===== config.mk =====
export PLATFORM = sky130hd
export DESIGN_NAME = gamepad_serial_poll_engine_flat
export DESIGN_NICKNAME = d
export VERILOG_FILES = /design/src/design/gspe_pkg.sv /design/src/design/gspe_in_if.sv /design/src/design/gspe_out_if.sv /design/src/design/gspe_out_buf.sv /design/src/design/gamepad_serial_poll_engine.sv /design/src/flat_wrapper.sv
export SDC_FILE = /design/constraint.sdc
export NUM_CORES = 1
export LEC_CHECK = 0
export BUFFER_PORTS_ARGS = -buffer_cell sky130_fd_sc_hd__buf_4
export CORE_ASPECT_RATIO = 1.25
export CORE_MARGIN = 1.5
export CORE_UTILIZATION = 55
export DETAILED_ROUTE_END_ITERATION = 10
export PLACE_DENSITY = 0.73
export SLEW_MARGIN = 10
export SYNTH_ARGS = -nofsm -noshare
export SYNTH_HDL_FRONTEND = slang
export SYNTH_SLANG_ARGS = --single-unit

===== constraint.sdc =====
create_clock -name i_clk -period 7.58 [get_ports i_clk]
set_input_delay 0.758 -clock i_clk [delete_from_list [all_inputs] [get_ports i_clk]]
set_output_delay 0.758 -clock i_clk [all_outputs]
set_load 0.05 [all_outputs]

===== src/design/gspe_pkg.sv =====
// shared types and constants of the gamepad serial poll engine
// no dependencies; used by the output buffer and the top level
`default_nettype none

package gspe_pkg;

    // controller id that reports analog mode with the lock held
    localparam logic [7:0] ID_ANALOG   = 8'h73;
    localparam logic [7:0] CMD_START   = 8'h01;
    localparam logic [7:0] CMD_POLL    = 8'h42;
    localparam logic [7:0] CMD_CONFIG  = 8'h43;
    localparam logic [7:0] CMD_MODE    = 8'h44;
    localparam logic [7:0] CMD_PAD     = 8'h5A;
    localparam logic [7:0] MODE_LOCK   = 8'h03;

    localparam logic [7:0] STICK_HI    = 8'd192;
    localparam logic [7:0] STICK_LO    = 8'd64;
    localparam logic [7:0] STICK_MID_X = 8'd127;
    localparam logic [7:0] STICK_MID_Y = 8'd128;

    localparam int RX_DEPTH    = 9;
    localparam int SHORT_BYTES = 5;

    // frame sequence: short polls, enter config, analog mode, exit config, read
    localparam logic [2:0] FRM_FIRST = 3'd0;
    localparam logic [2:0] FRM_ENTER = 3'd3;
    localparam logic [2:0] FRM_MODE  = 3'd4;
    localparam logic [2:0] FRM_EXIT  = 3'd5;
    localparam logic [2:0] FRM_READ  = 3'd6;

    // configuration register indexes
    localparam logic CFG_HALF_BIT = 1'b0;
    localparam logic CFG_BYTE_GAP = 1'b1;

    typedef enum logic [5:0] {
        PH_IDLE = 6'b000001,
        PH_SEL  = 6'b000010,
        PH_HIGH = 6'b000100,
        PH_LOW  = 6'b001000,
        PH_GAP  = 6'b010000,
        PH_END  = 6'b100000
    } t_phase;

    typedef struct packed {
        logic        select_n;
        logic        clock_out;
        logic        command_out;
        logic        frame_done;
        logic [7:0]  device_id;
        logic [15:0] buttons;
        logic [7:0]  right_x;
        logic [7:0]  right_y;
        logic [7:0]  left_x;
        logic [7:0]  left_y;
        logic [4:0]  pressed_key;
    } t_result;

    function automatic logic stick_edge(input logic [7:0] v);
        return (v > STICK_HI) || (v < STICK_LO);
    endfunction

endpackage

`default_nettype wire


===== src/design/gspe_in_if.sv =====
// input channel: one timebase tick with the poll request and the sampled data pin
// no dependencies
`default_nettype none

interface gspe_in_if;
    logic valid;
    logic ready;
    logic poll_request;
    logic data_in;

    modport source (output valid, output poll_request, output data_in, input ready);
    modport sink   (input valid, input poll_request, input data_in, output ready);
endinterface

`default_nettype wire


===== src/design/gspe_out_if.sv =====
// output channel: pin levels and the decoded controller report of one tick
// no dependencies
`default_nettype none

interface gspe_out_if;
    logic        valid;
    logic        ready;
    logic        select_n;
    logic        clock_out;
    logic        command_out;
    logic        frame_done;
    logic [7:0]  device_id;
    logic [15:0] buttons;
    logic [7:0]  right_x;
    logic [7:0]  right_y;
    logic [7:0]  left_x;
    logic [7:0]  left_y;
    logic [4:0]  pressed_key;

    modport source (
        output valid, input ready,
        output select_n, output clock_out, output command_out, output frame_done,
        output device_id, output buttons, output right_x, output right_y,
        output left_x, output left_y, output pressed_key
    );
    modport sink (
        input valid, output ready,
        input select_n, input clock_out, input command_out, input frame_done,
        input device_id, input buttons, input right_x, input right_y,
        input left_x, input left_y, input pressed_key
    );
endinterface

`default_nettype wire


===== src/design/gspe_out_buf.sv =====
// output register with a skid stage for the result words
// depends on gspe_pkg for the result type
`default_nettype none

module gspe_out_buf (
    input  wire                    i_clk,
    input  wire                    i_rst_n,
    input  wire                    i_valid,
    output logic                   o_ready,
    input  gspe_pkg::t_result      i_data,
    output logic                   o_valid,
    input  wire                    i_ready,
    output gspe_pkg::t_result      o_data
);

    logic              r_valid;
    logic              r_skid_valid;
    gspe_pkg::t_result r_data;
    gspe_pkg::t_result r_skid_data;

    assign o_ready = !r_skid_valid;
    assign o_valid = r_valid;
    assign o_data  = r_data;

    always_ff @(posedge i_clk) begin
        if (!i_rst_n) begin
            r_valid      <= 1'b0;
            r_skid_valid <= 1'b0;
        end else if (!r_valid || i_ready) begin
            if (r_skid_valid) begin
                r_valid      <= 1'b1;
                r_skid_valid <= 1'b0;
            end else begin
                r_valid <= i_valid;
            end
        end else if (i_valid && !r_skid_valid) begin
            r_skid_valid <= 1'b1;
        end
    end

    always_ff @(posedge i_clk) begin
        if (!r_valid || i_ready) begin
            if (r_skid_valid) begin
                r_data <= r_skid_data;
            end else if (i_valid) begin
                r_data <= i_data;
            end
        end else if (i_valid && !r_skid_valid) begin
            r_skid_data <= i_data;
        end
    end

    // skid stage only fills behind a held output word
    a_skid_behind: assert property (@(posedge i_clk) disable iff (!i_rst_n)
        r_skid_valid |-> r_valid)
        else $error("skid word without output word");

    // a full skid stage blocks new words
    a_no_overrun: assert property (@(posedge i_clk) disable iff (!i_rst_n)
        (r_skid_valid && !i_ready) |=> r_skid_valid && $stable(r_skid_data))
        else $error("skid word lost");

endmodule

`default_nettype wire


===== src/design/gamepad_serial_poll_engine.sv =====
// the pin levels and report of a tick leave through the output register of the output buffer
// throughput: one tick per cycle while the output buffer is ready; one sequencer pass per tick
// a held output word is parked in a 2-deep output buffer, so the next tick is still taken
// reset (sync, active low): sequencer idle, configuration needed, received bytes cleared,
// half period 5 ticks, byte gap 16 ticks
`default_nettype none

module gamepad_serial_poll_engine #(
    parameter int FRAME_BYTES = 9
) (
    input  wire               i_clk,
    input  wire               i_rst_n,
    input  wire               i_cfg_we,
    input  wire               i_cfg_idx,
    input  wire [7:0]         i_cfg_data,
    gspe_in_if.sink           i_in,
    gspe_out_if.source        o_out
);

    localparam int BW = $clog2(FRAME_BYTES + 1);
    localparam int TW = 9;

    gspe_pkg::t_phase r_phase, n_phase;
    logic [2:0]       r_frame, n_frame;
    logic [BW-1:0]    r_byte, n_byte;
    logic [2:0]       r_bit, n_bit;
    logic [TW-1:0]    r_tick, n_tick;
    logic [7:0]       r_tx, n_tx;
    logic [7:0]       r_rx [gspe_pkg::RX_DEPTH];
    logic [7:0]       n_rx [gspe_pkg::RX_DEPTH];
    logic             r_need_cfg, n_need_cfg;
    logic             r_sample_due, n_sample_due;
    logic [BW-1:0]    r_sample_byte, n_sample_byte;
    logic [2:0]       r_sample_bit, n_sample_bit;
    logic [7:0]       r_half;
    logic [7:0]       r_gap;

    logic              in_acc;
    logic              buf_ready;
    gspe_pkg::t_result res;
    gspe_pkg::t_result out_word;

    function automatic logic [7:0] cmd_byte(input logic [2:0] f, input logic [BW-1:0] b);
        logic [7:0] c;
        c = 8'h00;
        if (int'(b) == 0) begin
            c = gspe_pkg::CMD_START;
        end else if (int'(b) == 1) begin
            if (f < gspe_pkg::FRM_ENTER || f == gspe_pkg::FRM_READ) begin
                c = gspe_pkg::CMD_POLL;
            end else if (f == gspe_pkg::FRM_MODE) begin
                c = gspe_pkg::CMD_MODE;
            end else begin
                c = gspe_pkg::CMD_CONFIG;
            end
        end else if ((f == gspe_pkg::FRM_ENTER || f == gspe_pkg::FRM_MODE) && int'(b) == 3) begin
            c = gspe_pkg::CMD_START;
        end else if (f == gspe_pkg::FRM_MODE && int'(b) == 4) begin
            c = gspe_pkg::MODE_LOCK;
        end else if (f == gspe_pkg::FRM_EXIT && int'(b) >= 4) begin
            c = gspe_pkg::CMD_PAD;
        end
        return c;
    endfunction

    assign i_in.ready = buf_ready;
    assign in_acc     = i_in.valid && buf_ready;

    // sequencer and report for one tick
    always_comb begin
        logic [TW-1:0] half;
        logic [TW-1:0] tick_inc;
        logic [BW:0]   byte_inc;
        logic [BW:0]   flen;
        logic [2:0]    nf;
        logic [15:0]   w;
        logic [7:0]    vrx;
        logic [7:0]    vry;

        n_phase       = r_phase;
        n_frame       = r_frame;
        n_byte        = r_byte;
        n_bit         = r_bit;
        n_tick        = r_tick;
        n_tx          = r_tx;
        n_need_cfg    = r_need_cfg;
        n_sample_due  = 1'b0;
        n_sample_byte = r_sample_byte;
        n_sample_bit  = r_sample_bit;
        for (int j = 0; j < gspe_pkg::RX_DEPTH; j++) begin
            n_rx[j] = r_rx[j];
        end

        half     = (r_half == 8'd0) ? TW'(1) : {1'b0, r_half};
        tick_inc = r_tick + TW'(1);
        byte_inc = {1'b0, r_byte} + (BW+1)'(1);
        flen     = (r_frame < gspe_pkg::FRM_ENTER) ? (BW+1)'(gspe_pkg::SHORT_BYTES)
                                                   : (BW+1)'(FRAME_BYTES);
        nf       = r_frame;
        w        = '0;
        vrx      = '0;
        vry      = '0;

        // data bit latched at the previous clock rise
        if (r_sample_due && i_in.data_in) begin
            for (int j = 0; j < gspe_pkg::RX_DEPTH; j++) begin
                if (int'(r_sample_byte) == j) begin
                    n_rx[j][r_sample_bit] = 1'b1;
                end
            end
        end

        res             = '0;
        res.select_n    = 1'b1;
        res.clock_out   = 1'b1;
        res.command_out = 1'b1;
        if (r_phase == gspe_pkg::PH_SEL || r_phase == gspe_pkg::PH_GAP) begin
            res.select_n = 1'b0;
        end
        if (r_phase == gspe_pkg::PH_HIGH || r_phase == gspe_pkg::PH_LOW) begin
            res.select_n    = 1'b0;
            res.command_out = r_tx[0];
            res.clock_out   = (r_phase != gspe_pkg::PH_LOW);
        end
        if (r_phase == gspe_pkg::PH_END && r_frame == gspe_pkg::FRM_READ) begin
            w   = {n_rx[4], n_rx[3]};
            vrx = n_rx[5];
            vry = n_rx[6];
            if (gspe_pkg::stick_edge(vry)) begin
                vrx = gspe_pkg::STICK_MID_X;
            end
            if (gspe_pkg::stick_edge(vrx)) begin
                vry = gspe_pkg::STICK_MID_Y;
            end
            res.frame_done = 1'b1;
            res.device_id  = n_rx[1];
            res.buttons    = w;
            res.right_x    = vrx;
            res.right_y    = vry;
            res.left_x     = n_rx[7];
            res.left_y     = n_rx[8];
            // lowest zero bit wins
            for (int k = 15; k >= 0; k--) begin
                if (!w[k]) begin
                    res.pressed_key = 5'(k + 1);
                end
            end
        end

        unique case (r_phase)
            gspe_pkg::PH_IDLE: begin
                if (i_in.poll_request) begin
                    nf = r_need_cfg ? gspe_pkg::FRM_FIRST : gspe_pkg::FRM_READ;
                end
            end
            gspe_pkg::PH_SEL: begin
                n_tick = tick_inc;
                if (tick_inc >= {1'b0, r_gap}) begin
                    n_tx    = cmd_byte(r_frame, r_byte);
                    n_bit   = 3'd0;
                    n_phase = gspe_pkg::PH_HIGH;
                    n_tick  = '0;
                end
            end
            gspe_pkg::PH_HIGH: begin
                n_tick = tick_inc;
                if (tick_inc >= half) begin
                    n_phase = gspe_pkg::PH_LOW;
                    n_tick  = '0;
                end
            end
            gspe_pkg::PH_LOW: begin
                n_tick = tick_inc;
                if (tick_inc >= half) begin
                    n_sample_due  = 1'b1;
                    n_sample_byte = r_byte;
                    n_sample_bit  = r_bit;
                    n_tick        = '0;
                    if (r_bit != 3'd7) begin
                        n_bit   = r_bit + 3'd1;
                        n_tx    = {1'b0, r_tx[7:1]};
                        n_phase = gspe_pkg::PH_HIGH;
                    end else if (r_gap != 8'd0) begin
                        n_phase = gspe_pkg::PH_GAP;
                    end else begin
                        n_byte = byte_inc[BW-1:0];
                        if (byte_inc < flen) begin
                            n_tx    = cmd_byte(r_frame, byte_inc[BW-1:0]);
                            n_bit   = 3'd0;
                            n_phase = gspe_pkg::PH_HIGH;
                        end else begin
                            n_phase = gspe_pkg::PH_END;
                        end
                    end
                end
            end
            gspe_pkg::PH_GAP: begin
                n_tick = tick_inc;
                if (tick_inc >= {1'b0, r_gap}) begin
                    n_byte = byte_inc[BW-1:0];
                    n_tick = '0;
                    if (byte_inc < flen) begin
                        n_tx    = cmd_byte(r_frame, byte_inc[BW-1:0]);
                        n_bit   = 3'd0;
                        n_phase = gspe_pkg::PH_HIGH;
                    end else begin
                        n_phase = gspe_pkg::PH_END;
                    end
                end
            end
            gspe_pkg::PH_END: begin
                if (r_frame == gspe_pkg::FRM_READ) begin
                    n_need_cfg = (n_rx[1] != gspe_pkg::ID_ANALOG);
                    n_phase    = gspe_pkg::PH_IDLE;
                    n_tick     = '0;
                    n_frame    = gspe_pkg::FRM_FIRST;
                    n_byte     = '0;
                end else begin
                    n_tick = tick_inc;
                    if (tick_inc >= ({1'b0, r_gap} + TW'(1))) begin
                        nf = r_frame + 3'd1;
                    end
                end
            end
            default: begin
                n_phase = gspe_pkg::PH_IDLE;
                n_tick  = '0;
            end
        endcase

        // frame start, from idle on a request or after the gap that ends a frame
        if (nf != r_frame || (r_phase == gspe_pkg::PH_IDLE && i_in.poll_request)) begin
            n_frame = nf;
            n_byte  = '0;
            n_tick  = '0;
            if (nf == gspe_pkg::FRM_READ) begin
                for (int j = 0; j < gspe_pkg::RX_DEPTH; j++) begin
                    n_rx[j] = 8'h00;
                end
            end
            if (r_gap == 8'd0) begin
                n_tx    = cmd_byte(nf, '0);
                n_bit   = 3'd0;
                n_phase = gspe_pkg::PH_HIGH;
            end else begin
                n_phase = gspe_pkg::PH_SEL;
            end
        end
    end

    always_ff @(posedge i_clk) begin
        if (!i_rst_n) begin
            r_phase       <= gspe_pkg::PH_IDLE;
            r_frame       <= gspe_pkg::FRM_FIRST;
            r_byte        <= '0;
            r_bit         <= 3'd0;
            r_tick        <= '0;
            r_tx          <= 8'h00;
            r_need_cfg    <= 1'b1;
            r_sample_due  <= 1'b0;
            r_sample_byte <= '0;
            r_sample_bit  <= 3'd0;
            for (int j = 0; j < gspe_pkg::RX_DEPTH; j++) begin
                r_rx[j] <= 8'h00;
            end
        end else if (in_acc) begin
            r_phase       <= n_phase;
            r_frame       <= n_frame;
            r_byte        <= n_byte;
            r_bit         <= n_bit;
            r_tick        <= n_tick;
            r_tx          <= n_tx;
            r_need_cfg    <= n_need_cfg;
            r_sample_due  <= n_sample_due;
            r_sample_byte <= n_sample_byte;
            r_sample_bit  <= n_sample_bit;
            for (int j = 0; j < gspe_pkg::RX_DEPTH; j++) begin
                r_rx[j] <= n_rx[j];
            end
        end
    end

    always_ff @(posedge i_clk) begin
        if (!i_rst_n) begin
            r_half <= 8'd5;
            r_gap  <= 8'd16;
        end else if (i_cfg_we) begin
            unique case (i_cfg_idx)
                gspe_pkg::CFG_HALF_BIT: r_half <= i_cfg_data;
                gspe_pkg::CFG_BYTE_GAP: r_gap  <= i_cfg_data;
                default: ;
            endcase
        end
    end

    gspe_out_buf u_out_buf (
        .i_clk   (i_clk),
        .i_rst_n (i_rst_n),
        .i_valid (i_in.valid),
        .o_ready (buf_ready),
        .i_data  (res),
        .o_valid (o_out.valid),
        .i_ready (o_out.ready),
        .o_data  (out_word)
    );

    assign o_out.select_n    = out_word.select_n;
    assign o_out.clock_out   = out_word.clock_out;
    assign o_out.command_out = out_word.command_out;
    assign o_out.frame_done  = out_word.frame_done;
    assign o_out.device_id   = out_word.device_id;
    assign o_out.buttons     = out_word.buttons;
    assign o_out.right_x     = out_word.right_x;
    assign o_out.right_y     = out_word.right_y;
    assign o_out.left_x      = out_word.left_x;
    assign o_out.left_y      = out_word.left_y;
    assign o_out.pressed_key = out_word.pressed_key;

    // a pending data sample is always consumed before the sequencer goes idle
    a_idle_no_sample: assert property (@(posedge i_clk) disable iff (!i_rst_n)
        (r_phase == gspe_pkg::PH_IDLE) |-> !r_sample_due)
        else $error("sample pending while idle");

    a_frame_range: assert property (@(posedge i_clk) disable iff (!i_rst_n)
        r_frame <= gspe_pkg::FRM_READ)
        else $error("frame index past read frame");

    a_byte_range: assert property (@(posedge i_clk) disable iff (!i_rst_n)
        int'(r_byte) <= FRAME_BYTES)
        else $error("byte index past frame length");

    // the idle state is left only on an accepted request
    a_start_on_req: assert property (@(posedge i_clk) disable iff (!i_rst_n)
        (r_phase == gspe_pkg::PH_IDLE && !(in_acc && i_in.poll_request))
            |=> r_phase == gspe_pkg::PH_IDLE)
        else $error("frame started without request");

endmodule

`default_nettype wire

===== src/flat_wrapper.sv =====
// flat-port wrapper written by rule: the top's interface ports become plain ports
module gamepad_serial_poll_engine_flat 
#(
    parameter int FRAME_BYTES = 9
)
  (i_clk, i_rst_n, i_cfg_we, i_cfg_idx, i_cfg_data, i_in_valid, i_in_poll_request, i_in_data_in, i_in_ready, o_out_valid, o_out_ready, o_out_select_n, o_out_clock_out, o_out_command_out, o_out_frame_done, o_out_device_id, o_out_buttons, o_out_right_x, o_out_right_y, o_out_left_x, o_out_left_y, o_out_pressed_key);
  gspe_in_if i_in_i ();
  gspe_out_if o_out_i ();
  input  wire i_clk;
  input  wire i_rst_n;
  input  wire i_cfg_we;
  input  wire i_cfg_idx;
  input  wire [7:0] i_cfg_data;
  input wire logic [$bits(i_in_i.valid)-1:0] i_in_valid;
  input wire logic [$bits(i_in_i.poll_request)-1:0] i_in_poll_request;
  input wire logic [$bits(i_in_i.data_in)-1:0] i_in_data_in;
  output wire logic [$bits(i_in_i.ready)-1:0] i_in_ready;
  output wire logic [$bits(o_out_i.valid)-1:0] o_out_valid;
  input wire logic [$bits(o_out_i.ready)-1:0] o_out_ready;
  output wire logic [$bits(o_out_i.select_n)-1:0] o_out_select_n;
  output wire logic [$bits(o_out_i.clock_out)-1:0] o_out_clock_out;
  output wire logic [$bits(o_out_i.command_out)-1:0] o_out_command_out;
  output wire logic [$bits(o_out_i.frame_done)-1:0] o_out_frame_done;
  output wire logic [$bits(o_out_i.device_id)-1:0] o_out_device_id;
  output wire logic [$bits(o_out_i.buttons)-1:0] o_out_buttons;
  output wire logic [$bits(o_out_i.right_x)-1:0] o_out_right_x;
  output wire logic [$bits(o_out_i.right_y)-1:0] o_out_right_y;
  output wire logic [$bits(o_out_i.left_x)-1:0] o_out_left_x;
  output wire logic [$bits(o_out_i.left_y)-1:0] o_out_left_y;
  output wire logic [$bits(o_out_i.pressed_key)-1:0] o_out_pressed_key;
  assign i_in_i.valid = i_in_valid;
  assign i_in_i.poll_request = i_in_poll_request;
  assign i_in_i.data_in = i_in_data_in;
  assign i_in_ready = i_in_i.ready;
  assign o_out_valid = o_out_i.valid;
  assign o_out_i.ready = o_out_ready;
  assign o_out_select_n = o_out_i.select_n;
  assign o_out_clock_out = o_out_i.clock_out;
  assign o_out_command_out = o_out_i.command_out;
  assign o_out_frame_done = o_out_i.frame_done;
  assign o_out_device_id = o_out_i.device_id;
  assign o_out_buttons = o_out_i.buttons;
  assign o_out_right_x = o_out_i.right_x;
  assign o_out_right_y = o_out_i.right_y;
  assign o_out_left_x = o_out_i.left_x;
  assign o_out_left_y = o_out_i.left_y;
  assign o_out_pressed_key = o_out_i.pressed_key;
  gamepad_serial_poll_engine #(.FRAME_BYTES(FRAME_BYTES)) u_core (.i_clk(i_clk), .i_rst_n(i_rst_n), .i_cfg_we(i_cfg_we), .i_cfg_idx(i_cfg_idx), .i_cfg_data(i_cfg_data), .i_in(i_in_i), .o_out(o_out_i));
endmodule

==> summary.md, run 1 <==
| Metric | Value |
|---|---|
| Setup CP Type | `flop to flop` |
| Yosys Warn Count | `0` |
| Synth area leaders | `edfxtp_1, dfxtp_1, a21oi_1` |
| GRT Overall Usage | `about a quarter` |
| Vias post-DR | `between 8000 and 9000` |
| Fillers | `1767` |
| Max FO, Critical Path | `31` |
| Critical Path End Type | `flop` |
| CTS H-tree depth | `1` |
| Worst-margin pin slew | `around 1.2 ns` |
| Diodes inserted | `0` |
| Post_cts resized | `0` |
| Maxcap violations | `0` |
| Avg Cell Area, Syn | `~11 sq um` |
| Vias per std cell | `roughly 5.9` |
| Clock buffer depth | `3` |
| Area grow syn2layout | `12.65%` |
| Post-synth EDFFs | `about 190` |
| Seq cells post-synth | `246` |
| Hold endpoint | `u_core.r_half[1]$_SDFFE_PN0P_` |
| Die H | `171.0 um` |
| DRC | `0` |
| Core ar. | `roughly 22000 sq um` |
| Chip width | `roughly 140 um` |
| Ys async rst share | `0%` |
| Initial Utilization | `between 50% and 60%` |
| Initial DRC Count | `about 700` |
| Status | `completed` |
| Pint | `around 0.0022 W` |
| Post-DR wirelength/cell | `approximately 18 um` |
| Net Sw Frac | `about a quarter` |
| CTS Buf Count | `25` |
| Synth area leader | `edfxtp_1` |
| Fin. Hold Viols | `0` |
| Slew HR | `around 17%` |
| Yosys cell types | `slightly above 80` |
| CTS Hold Bufs | `0` |
| Largest net degree at the start of global routing | `between 90 and 100` |
| Synth Flop Type | `edfxtp_1` |
| Most frequent cell after synthesis | `edfxtp_1` |
| Worst hold start | `u_core.r_half[1]$_SDFFE_PN0P_` |
| Yosys top cell area share | `around 45%` |
| Required time of the critical path | `between 7 and 8 ns` |
| Clock sink total | `~250` |
| Final Skew | `0.01982 ns` |
| Peak VDD IR | `0.0001679 V` |
| Min Tclk post-route | `4.726 ns` |
| Clock share of power | `roughly 39%` |
| P_leak | `about 4.9 nW` |
| Mapped Area | `12410 sq um` |
| Power per cell area | `roughly 210 nW/um^2` |
| Post-Syn Instances | `between 1000 and 1500` |
| Worst r2r src | `u_core.r_tick[0]$_SDFFE_PN0P_` |
| Hold Path Class | `flop to flop` |
| Proportion of layout cells with a drive suffix above 1 | `roughly 18%` |
| Hpwl dp | `roughly 19 mm` |
| Total nets after synthesis | `1213` |
| Clk pin slew, worst setup/hold paths | `around 0.060 ns` |
| Full die area | `approximately 23000 sq um` |
| Initial DRT Pass Iterations | `5` |
| RSZ-0062 raised after global routing | `false` |
| Switching pwr | `0.0007580 W` |
| CTS tree | `done` |
| Final setup viols | `0` |
| First-pass GRT wire length | `around 44 mm` |
| Final #Nets | `around 1300` |
| Crit path launch type | `flop` |
| Global route overflow | `0` |
| R2R Path End | `u_core.r_rx[0][15]$_SDFFCE_PN0P_` |
| CP arrival | `approximately 5 ns` |
| Hold depth | `2` |
| Clk_lat worst skew | `0.52 ns` |
| Initial antenna violation count | `0` |
| Vias in the first global route | `roughly 8500` |
| Flop pwr share | `roughly half` |
| Sequential fraction of the synthesis area | `a little over half` |
| Post-route setup TNS | `0 ns` |
| R2r setup slk | `approximately 2.9 ns` |
| Post-CTS Setup Bufs | `0` |
| I/O Buffers | `82` |
| # rows | `just over 60` |
| Ports | `83` |
| Total chip power | `between 0.002 and 0.003 W` |
| Commonest cells post-synth | `edfxtp_1, nand2_1, a21oi_1` |
| Root buf cell | `clkbuf_16` |
| Comb pwr share | `roughly a tenth` |
| Routability Congestion | `0.9158` |
| Final max-slew violation count | `0` |
| Maximum clock rate | `around 0.21 GHz` |
| Tcrit/Tclk final | `~62%` |
| Final WL | `approximately 27 mm` |
| Reg2Reg Depth | `14` |
| ANT nets after route | `0` |
==> worst max-delay path, stage by stage, from the launching register on <==
cell	delay [ns]
dfxtp_1	0.45
ha_1	0.31
nand3_4	0.15
nor3_1	0.24
xor2_1	0.36
ha_1	0.27
nand2_1	0.08
or4_1	0.40
nand4_1	0.15
o22ai_1	0.13
o32ai_1	0.36
a31oi_2	0.10
o21ai_4	0.94
buf_12	0.41
nor2_1	0.07
==> stage by stage <==
step | area [sq um] | utilization (%) | hold slack (ns) | setup WS, ns | cells
5_1_grt | 13980 | 62.96 | 0.4675 | 2.506 | 1520
6_report | 13980 | 62.96 | 0.4550 | 2.854 | 1520
2_1_floorplan | 12410 | - | 0.4363 | 3.411 | 1158
4_1_cts | 13980 | 62.96 | 0.4558 | 2.844 | 1520
3_5_place_dp | 13220 | 59.53 | 0.4515 | 2.876 | 1476
3_3_place_gp | 13220 | 59.53 | 0.4439 | 2.987 | 1476
==> how the worst max path moves through the flow <==
stage / start / end
2_1_floorplan: o_out_ready / u_core.u_out_buf.r_skid_data[0]$_DFFE_PP_
3_3_place_gp: u_core.r_tick[0]$_SDFFE_PN0P_ / u_core.r_rx[0][15]$_SDFFCE_PN0P_
3_5_place_dp: u_core.r_tick[0]$_SDFFE_PN0P_ / u_core.r_rx[0][15]$_SDFFCE_PN0P_
4_1_cts: u_core.r_tick[0]$_SDFFE_PN0P_ / u_core.r_rx[0][15]$_SDFFCE_PN0P_
5_1_grt: u_core.r_tick[0]$_SDFFE_PN0P_ / u_core.r_rx[0][15]$_SDFFCE_PN0P_
6_report: u_core.r_tick[0]$_SDFFE_PN0P_ / u_core.r_rx[0][15]$_SDFFCE_PN0P_
==> kinds of logic after synthesis <==
| group | count (synthesis) | synth area share (%) |
|---|---|---|
| xor gates and xnor gates | 14 | 0.9877 |
| DFF | 246 | 54.67 |
| adders and majority gates | 40 | 4.012 |
| muxes | 26 | 2.268 |
| buffers and inverters | 95 | 3.478 |
| AOI/OAI and AO/OA | 288 | 14.97 |
| and+or+nand+nor | 449 | 19.62 |
==> layer usage <==
layer | vias to the layer above | share of wire [%] | GRT usage (%)
met5 | - | 0 | 0
met4 | 0 | 2.7 | 7.826
met3 | 57 | 3.9 | 2.578
met2 | 231 | 51 | 41.07
met1 | 4315 | 43 | 30.56
li1 | 4382 | - | -
==> placed cells by master, fill, tap and decap left out, drive strengths merged, types with 7 or more instances in the layout <==
master / n
a21oi: 114
a31oi: 18
and2: 14
and3: 9
buf: 94
clkbuf: 29
clkinv: 7
dfxtp: 60
edfxtp: 186
ha: 39
inv: 38
mux2: 17
mux2i: 9
nand2: 141
nand2b: 11
nand3: 45
nor2: 143
nor2b: 10
nor3: 26
nor3b: 8
o21ai: 38
o31ai: 45
or4: 8
xnor2: 10
==> final cells by class <==
cell class,count,area (sq um),area share (%)
inverter,36,135.1,0.9664
tap,283,354.1,2.532
clock inverter,15,120.1,0.8590
clock buffer,29,640.6,4.581
sequential,246,6788,48.54
multi-input combinational,817,5228,37.38
timing repair buffer,94,718.2,5.136
==> power groups by stage <==
stage | sequential [W] | combinational, W | clock, W
final | 0.00152 | 0.000303 | 0.00116
after global routing | 0.00153 | 0.000325 | 0.00123
after CTS | 0.00152 | 0.000303 | 0.00118
after detailed placement | 0.00155 | 0.000302 | 0
after global placement | 0.00155 | 0.000299 | 0
after floorplan | 0.00162 | 0.000151 | 0
==> sequential cells by signal, summed over array words and instances, names as in the netlist, 3 cells and up <==
signal / flops
u_core.r_tick: 9
u_core.r_bit: 3
u_core.r_phase: 6
u_core.r_gap: 8
u_core.u_out_buf.r_skid_data: 65
u_core.r_byte: 4
u_core.r_rx: 56
u_core.r_tx: 8
u_core.r_half: 8
u_core.r_sample_bit: 3
u_core.r_frame: 3
u_core.u_out_buf.o_data: 65
u_core.r_sample_byte: 4
Note: power is estimated with default switching activity, not from simulation.
==> inputs of run 2 (changes only) <==
--- a/config.mk
+++ b/config.mk
@@ -5,6 +5,7 @@
 export SDC_FILE = /design/constraint.sdc
 export NUM_CORES = 1
 export LEC_CHECK = 0
+export ABC_AREA = 1
 export BUFFER_PORTS_ARGS = -buffer_cell sky130_fd_sc_hd__buf_4
 export CORE_ASPECT_RATIO = 1.25
 export CORE_MARGIN = 1.5
==> constraint.sdc (replaced) <==
create_clock -name i_clk -period 4.7 [get_ports i_clk]
set_input_delay 0.47 -clock i_clk [delete_from_list [all_inputs] [get_ports i_clk]]
set_output_delay 0.47 -clock i_clk [all_outputs]
set_load 0.05 [all_outputs]
==> summary.md, run 2 <==
| Metric | Value |
|---|---|
| Status | `finished, violations left` |
| Failing checks | `design-rule violations` |
| R2r setup slk | `between 0.9 and 1 ns` |
| Switching pwr | `approximately 0.0025 W` |
| Synth area leaders | `edfxtp_1, dfxtp_1, nand2_1` |
| Worst r2r src | `u_core.r_tick[0]$_SDFFE_PN0P_` |
| Initial antenna violation count | `0` |
| Tcrit/Tclk final | `79.53%` |
| Initial Utilization | `between 50% and 60%` |
| Synth Flop Type | `edfxtp_1` |
| RSZ-0062 raised after global routing | `false` |
| Top sig layer | `met4` |
| Largest net degree at the start of global routing | `80` |
| DR WL met2 | `about 15 mm` |
| Most frequent cell after synthesis | `nand2_1` |
| Post-route setup TNS | `0 ns` |
| Crit path launch type | `flop` |
| Metal3 WL | `approximately 1.5 mm` |
| Ys async rst share | `0%` |
| Avg Cell Area, Syn | `just over 9 sq um` |
| Final WL | `roughly 30 mm` |
| Maxcap violations | `0` |
| Final max-slew violation count | `0` |
| Reg2Reg Depth | `23` |
| Seq cells post-synth | `between 200 and 250` |
| Maximum clock rate | `0.2675 GHz` |
| Slew HR | `a little under a third` |
| Commonest cells post-synth | `nand2_1, edfxtp_1, inv_1` |
| Proportion of layout cells with a drive suffix above 1 | `between 10% and 20%` |
| Clock sink total | `around 250` |
| Power per cell area | `roughly 470 nW/um^2` |
| Post-CTS Setup Bufs | `0` |
| Critical Path End Type | `flop` |
| Yosys Warn Count | `0` |
| Net Sw Frac | `between 30% and 40%` |
| Fin. Hold Viols | `0` |
| DRT met1 WL | `roughly 12 mm` |
| CP arrival | `3.97 ns` |
| Required time of the critical path | `around 5 ns` |
| Worst-margin pin slew | `1.018 ns` |
| Hpwl dp | `~21 mm` |
| Routability Congestion | `around 0.94` |
| GRT Overall Usage | `between 20% and 30%` |
| P_leak | `roughly 5.9 nW` |
| Setup CP Type | `flop to flop` |
| Capture point of the critical path | `u_core.r_rx[4][1]$_SDFFCE_PN0P_` |
| Min Tclk post-route | `approximately 3.7 ns` |
| Post-synth EDFFs | `between 150 and 200` |
| Initial DRC Count | `a little under 900` |
| Max FO, Critical Path | `48` |
| CTS H-tree depth | `1` |
| Chip width | `around 140 um` |
| Total nets after synthesis | `1468` |
| CTS Hold Bufs | `0` |
| # rows | `62` |
| Post_cts resized | `0` |
| Post-Syn Instances | `roughly 1400` |
| Diodes inserted | `0` |
| Comb pwr share | `32.4%` |
| Sequential fraction of the synthesis area | `52.84%` |
| Vias in the first global route | `between 9000 and 10000` |
| Core ar. | `~23000 sq um` |
| CTS Buf Count | `25` |
| Clk_lat worst skew | `~0.53 ns` |
| First-pass GRT wire length | `about 48 mm` |
| Die H | `about 170 um` |
| Flop pwr share | `between 30% and 40%` |
| Final Skew | `0.01500 ns` |
| CP Launch Point | `u_core.r_tick[0]$_SDFFE_PN0P_` |
| Most frequent cells in the layout | `nand2_1, edfxtp_1, inv_1` |
| Yosys top cell area share | `a little over two fifths` |
| Clock share of power | `a little under 30%` |
| ANT nets after route | `0` |
| Synth area leader | `edfxtp_1` |
| Most common cell after layout, fill and taps aside | `nand2_1` |
| Root buf cell | `clkbuf_16` |
| Full die area | `around 24000 sq um` |
| Vias post-DR | `about 10000` |
| Clk pin slew, worst setup/hold paths | `~0.06 ns` |
| Post-DR wirelength/cell | `roughly 17 um` |
| DRC | `8` |
| Clock buffer depth | `3` |
| Final setup viols | `0` |
| Hold depth | `3` |
| I/O Buffers | `between 80 and 90` |
| Peak VDD IR | `between 0.0005 and 0.0006 V` |
| Mapped Area | `~13000 sq um` |
| R2R Path End | `u_core.r_rx[4][1]$_SDFFCE_PN0P_` |
| CTS tree | `done` |
| Yosys cell types | `54` |
| Area grow syn2layout | `13.53%` |
| Final core occ | `approximately 63%` |
| Initial DRT Pass Iterations | `8` |
| Ports | `83` |
| Vias per std cell | `~5.6` |
| Hold Path Class | `input pin to flop` |
| Final #Nets | `1535` |
| Global route overflow | `0` |
| Pint | `between 0.004 and 0.005 W` |
==> run 2: worst min path at each step <==
stage                     slack (ns)                             to                         from
after floorplan                 0.41    u_core.r_tx[7]$_SDFFE_PN0P_  u_core.r_tx[7]$_SDFFE_PN0P_
after detailed placement        0.42    u_core.r_tx[7]$_SDFFE_PN0P_  u_core.r_tx[7]$_SDFFE_PN0P_
after global routing            0.16  u_core.r_half[2]$_SDFFE_PN1P_                i_cfg_data[2]
after CTS                       0.16  u_core.r_half[2]$_SDFFE_PN1P_                i_cfg_data[2]
after global placement          0.42    u_core.r_tx[7]$_SDFFE_PN0P_  u_core.r_tx[7]$_SDFFE_PN0P_
final                           0.17  u_core.r_half[2]$_SDFFE_PN1P_                i_cfg_data[2]
==> run 2: critical path, stage by stage (launching register included) <==
cell and delay (ns):
dfxtp_1 0.47, ha_1 0.25, nand3_1 0.15, xor2_1 0.22, inv_1 0.15, ha_1 0.32
nand2_1 0.07, nor2_1 0.11, nand2_1 0.06, nand3_1 0.06, nand2_1 0.05, nand3_1 0.07
nand2_1 0.06, nand2_2 0.09, nand2_1 0.07, nand2_1 0.08, nand3_1 0.09, nand2_1 0.12
nand3_1 0.09, nand3_2 0.13, nor2_4 0.04, inv_2 0.21, buf_12 0.30, a211oi_1 0.13
==> run 2: cell families (layout without fill, tap and decap cells) <==
| group | Yosys count | count (layout) | synth area share, % |
|---|---|---|---|
| AOI/OAI and AO/OA | 311 | 311 | 15.52 |
| xor gates and xnor gates | 10 | 10 | 0.6820 |
| and+or+nand+nor | 584 | 584 | 19.92 |
| DFF | 246 | 246 | 52.84 |
| adders and majority gates | 39 | 39 | 3.800 |
| buffers and inverters | 221 | 307 | 7.054 |
| muxes | 2 | 2 | 0.1754 |
==> run 2: layout make-up <==
| type | count | area, sq um |
|---|---|---|
| flip-flops and latches | 246 | 6788 |
| clock inverters | 7 | 68.82 |
| fillers | 1981 | 8382 |
| well taps | 288 | 360.3 |
| repair buffers | 99 | 780.7 |
| multi-input cells | 946 | 5179 |
| inverters | 162 | 608.1 |
| clock buffers | 39 | 795.8 |
==> run 2: per-layer routing <==
layer  vias to the layer above  global-route usage [%]
met5                         -                       0
met4                         0                   11.18
met3                        82                   2.735
met2                       309                   44.53
met1                      4687                   29.00
li1                       5018                       -
==> run 2: power by group through the flow <==
stage,sequential (W),clock [W],combinational [W]
2_1_floorplan,0.00274,0,0.00172
3_3_place_gp,0.00264,0,0.00217
4_1_cts,0.00259,0.00207,0.00221
6_report,0.00260,0.00204,0.00223
5_1_grt,0.00261,0.00215,0.00242
3_5_place_dp,0.00264,0,0.00220
==> run 2: stage by stage <==
step                setup WS (ns)  instance area, sq um  hold slack [ns]  instances  power (W)
finish                     0.9621                 14580           0.1720       1787   0.006864
global route               0.5724                 14580           0.1637       1787   0.007183
CTS                        0.9811                 14570           0.1582       1787   0.006869
detailed placement          1.014                 13710           0.4238       1741   0.004838
global placement            1.217                 13710           0.4217       1741   0.004808
floorplan                  0.4004                 12840           0.4054       1413   0.004465
==> inputs of run 3 (changes only) <==
==> constraint.sdc (replaced) <==
create_clock -name i_clk -period 3.9 [get_ports i_clk]
set_input_delay 0.39 -clock i_clk [delete_from_list [all_inputs] [get_ports i_clk]]
set_output_delay 0.39 -clock i_clk [all_outputs]
set_load 0.05 [all_outputs]
==> summary.md, run 3 (synthesis results as in run 2) <==
| Metric | Value |
|---|---|
| Status | `finished, violations left` |
| Failing checks | `design-rule violations` |
| Post-route cell area | `14660 sq um` |
| Tcrit/Tclk final | `between 80% and 90%` |
| Initial Utilization | `between 50 and 60%` |
| Clk_lat worst skew | `between 0.5 and 0.6 ns` |
| R2R Path End | `u_core.r_rx[3][6]$_SDFFCE_PN0P_` |
| Multi-input gate area | `approximately 5200 sq um` |
| Final cell count without fillers | `around 1800` |
| Crit path cell chain | `ha_1 -> nand3_1 -> xor2_1 -> inv_1 -> ha_1 -> nand2_1 -> nor2_1 -> nand2_1 -> nand3_1 -> nand2_1 -> nand3_1 -> nand2_1 -> nand2_2 -> nand2_1 -> nand2_1 -> nand3_1 -> nand2_1 -> o21ai_0 -> nor3b_2 -> buf_4 -> buf_8 -> a211oi_1` |
| Worst hold start | `i_cfg_data[0]` |
| Routability Congestion | `0.9138` |
| CTS tree | `done` |
| Clock buffer depth | `3` |
| Full die area | `~24000 sq um` |
| DRC | `5` |
| Maxcap violations | `0` |
| Initial antenna violation count | `0` |
| Worst r2r src | `u_core.r_tick[0]$_SDFFE_PN0P_` |
| FF/Latch Area | `a little under 7000 sq um` |
| Max FO, Critical Path | `28` |
| Initial DRT Pass Iterations | `10` |
| Top cell by count, worst path | `nand2_1` |
| Hold depth | `3` |
| Initial DRC Count | `a little over 900` |
| Clk pin slew, worst setup/hold paths | `about 0.060 ns` |
| Required time of the critical path | `roughly 4.2 ns` |
| Placed cells | `1752` |
| Placement Cell Area | `13820 sq um` |
| Peak VDD IR | `just under 0.0008 V` |
| RSZ-0062 raised after global routing | `false` |
| Hold WS | `0.1012 ns` |
| Core ar. | `around 23000 sq um` |
| CTS Hold Bufs | `0` |
| Final max-slew violation count | `0` |
| Crit path max-delay family | `simple AND/OR/NAND/NOR gates` |
| Final WL | `about 30 mm` |
| Hold Path Class | `input pin to flop` |
| GRT Overall Usage | `about a quarter` |
| P_leak | `just under 6 nW` |
| Worst path max stage delay | `approximately 0.40 ns` |
| Vias post-DR | `a little over 10000` |
| Fin. Hold Viols | `0` |
| Final Skew | `about 0.013 ns` |
| Post-route setup TNS | `0 ns` |
| Slew HR | `~33%` |
| R2r setup slk | `0.44 ns` |
| Die H | `between 150 and 200 um` |
| Diodes inserted | `0` |
| First-pass GRT wire length | `around 50 mm` |
| Area grow syn2layout | `14.14%` |
| Power per cell area | `566.1 nW/um^2` |
| I/O Buffers | `between 80 and 90` |
| Worst Path Buf+Inv | `3` |
| Final setup viols | `0` |
| Met3 Use GR | `under 10%` |
| Global route overflow | `0` |
| Crit path launch type | `flop` |
| Vias per std cell | `5.718` |
| Reg2Reg Depth | `22` |
| Ports | `83` |
| Hpwl dp | `approximately 21 mm` |
| Critical Path Slowest Stage Cell | `dfxtp_2` |
| Fillers | `roughly 1900` |
| Worst-margin pin slew | `approximately 1.0 ns` |
| Final #Nets | `approximately 1500` |
| Hold endpoint | `u_core.r_half[0]$_SDFFE_PN1P_` |
| Proportion of layout cells with a drive suffix above 1 | `15.09%` |
| Critical Path End Type | `flop` |
| Setup CP Type | `flop to flop` |
| Most frequent cells in the layout | `nand2_1, edfxtp_1, inv_1` |
| Root buf cell | `clkbuf_16` |
| Vias in the first global route | `approximately 9900` |
| CP arrival | `around 3.7 ns` |
| CTS Buf Count | `25` |
| Chip width | `~140 um` |
| Post-DR wirelength/cell | `roughly 17 um` |
| Min Tclk post-route | `between 3 and 4 ns` |
| ANT nets after route | `0` |
| Most common cell after layout, fill and taps aside | `nand2_1` |
| Largest net degree at the start of global routing | `between 80 and 90` |
| # rows | `62` |
| CTS H-tree depth | `1` |
| Clock sink total | `between 200 and 250` |
| Met1 Track Usage GR | `29.68%` |
| GR Util met2 | `between 40% and 50%` |
| Maximum clock rate | `0.2887 GHz` |
| Top Usage Layer GRT | `met2` |
## run 3: changes by cell type in the layout (fill, tap and decap cells not counted), moves of 2 or more
cell,before,now
buf_4,96,106
clkbuf_1,1,8
clkbuf_2,4,0
clkbuf_8,7,4
clkinv_1,3,6
clkinv_2,3,1
## run 3: power by group
part / internal, W / leakage, nW / switching [W]
Combinational: 0.000822 / 3.21 / 0.00199
Clock: 0.00139 / 0.387 / 0.000968
Sequential: 0.00300 / 2.33 / 0.000134
## run 3: worst max-delay path by stage
stage / startpoint / end / slack, ns / cells past startpoint
6_report: u_core.r_tick[0]$_SDFFE_PN0P_ / u_core.r_rx[3][6]$_SDFFCE_PN0P_ / 0.44 / 22
4_1_cts: u_core.r_tick[0]$_SDFFE_PN0P_ / u_core.r_rx[2][0]$_SDFFCE_PN0P_ / 0.34 / 21
5_1_grt: u_core.r_tick[0]$_SDFFE_PN0P_ / u_core.r_rx[3][3]$_SDFFCE_PN0P_ / 0.09 / 22
3_5_place_dp: u_core.r_tick[0]$_SDFFE_PN0P_ / u_core.r_rx[2][0]$_SDFFCE_PN0P_ / 0.36 / 21
3_3_place_gp: u_core.r_tick[0]$_SDFFE_PN0P_ / u_core.r_rx[3][12]$_SDFFCE_PN0P_ / 0.49 / 21
2_1_floorplan: u_core.u_out_buf.r_skid_valid$_SDFFE_PP0P_ / u_core.u_out_buf.r_skid_data[0]$_DFFE_PP_ / 0.70 / 5
## run 3: worst register-to-register path, stage by stage (launching register included)
cell and delay, ns:
dfxtp_2 0.40, ha_1 0.22, nand3_1 0.13, xor2_1 0.20, inv_1 0.14, ha_1 0.33
nand2_1 0.06, nor2_1 0.09, nand2_1 0.05, nand3_1 0.06, nand2_1 0.05, nand3_1 0.07
nand2_1 0.06, nand2_2 0.09, nand2_1 0.08, nand2_1 0.09, nand3_1 0.09, nand2_1 0.09
o21ai_0 0.12, nor3b_2 0.20, buf_4 0.17, buf_8 0.27, a211oi_1 0.12
## run 3: cell type report
type                       count  area share [%]
sequential                   246           46.32
multi-input combinational    946           35.35
timing repair buffer         112           6.248
clock buffer                  37           4.848
inverter                     162           4.149
tap                          288           2.458
clock inverter                 8          0.6317
## run 3: per-layer routing
layer	part of all wire, %	wire, um
met5	0	0
met4	3.7	1125
met3	4.8	1445
met2	51	15520
met1	40	12140
## run 3: through the flow
| step | power, W | setup WS, ns | util [%] |
|---|---|---|---|
| 2_1_floorplan | 0.005378 | 0.6969 | - |
| 5_1_grt | 0.008684 | 0.09051 | 63.83 |
| 6_report | 0.008297 | 0.4359 | 63.83 |
| 3_5_place_dp | 0.005938 | 0.3556 | 60.17 |
| 3_3_place_gp | 0.005884 | 0.4879 | 60.17 |
| 4_1_cts | 0.008285 | 0.3447 | 63.67 |
## run 3: timing repair
action / CTS / global route
setup buffers: 0 / 1
setup endpoints to repair: 0 / 56
endpoints found under the hold margin: 0 / 0
resized for setup: 0 / 5
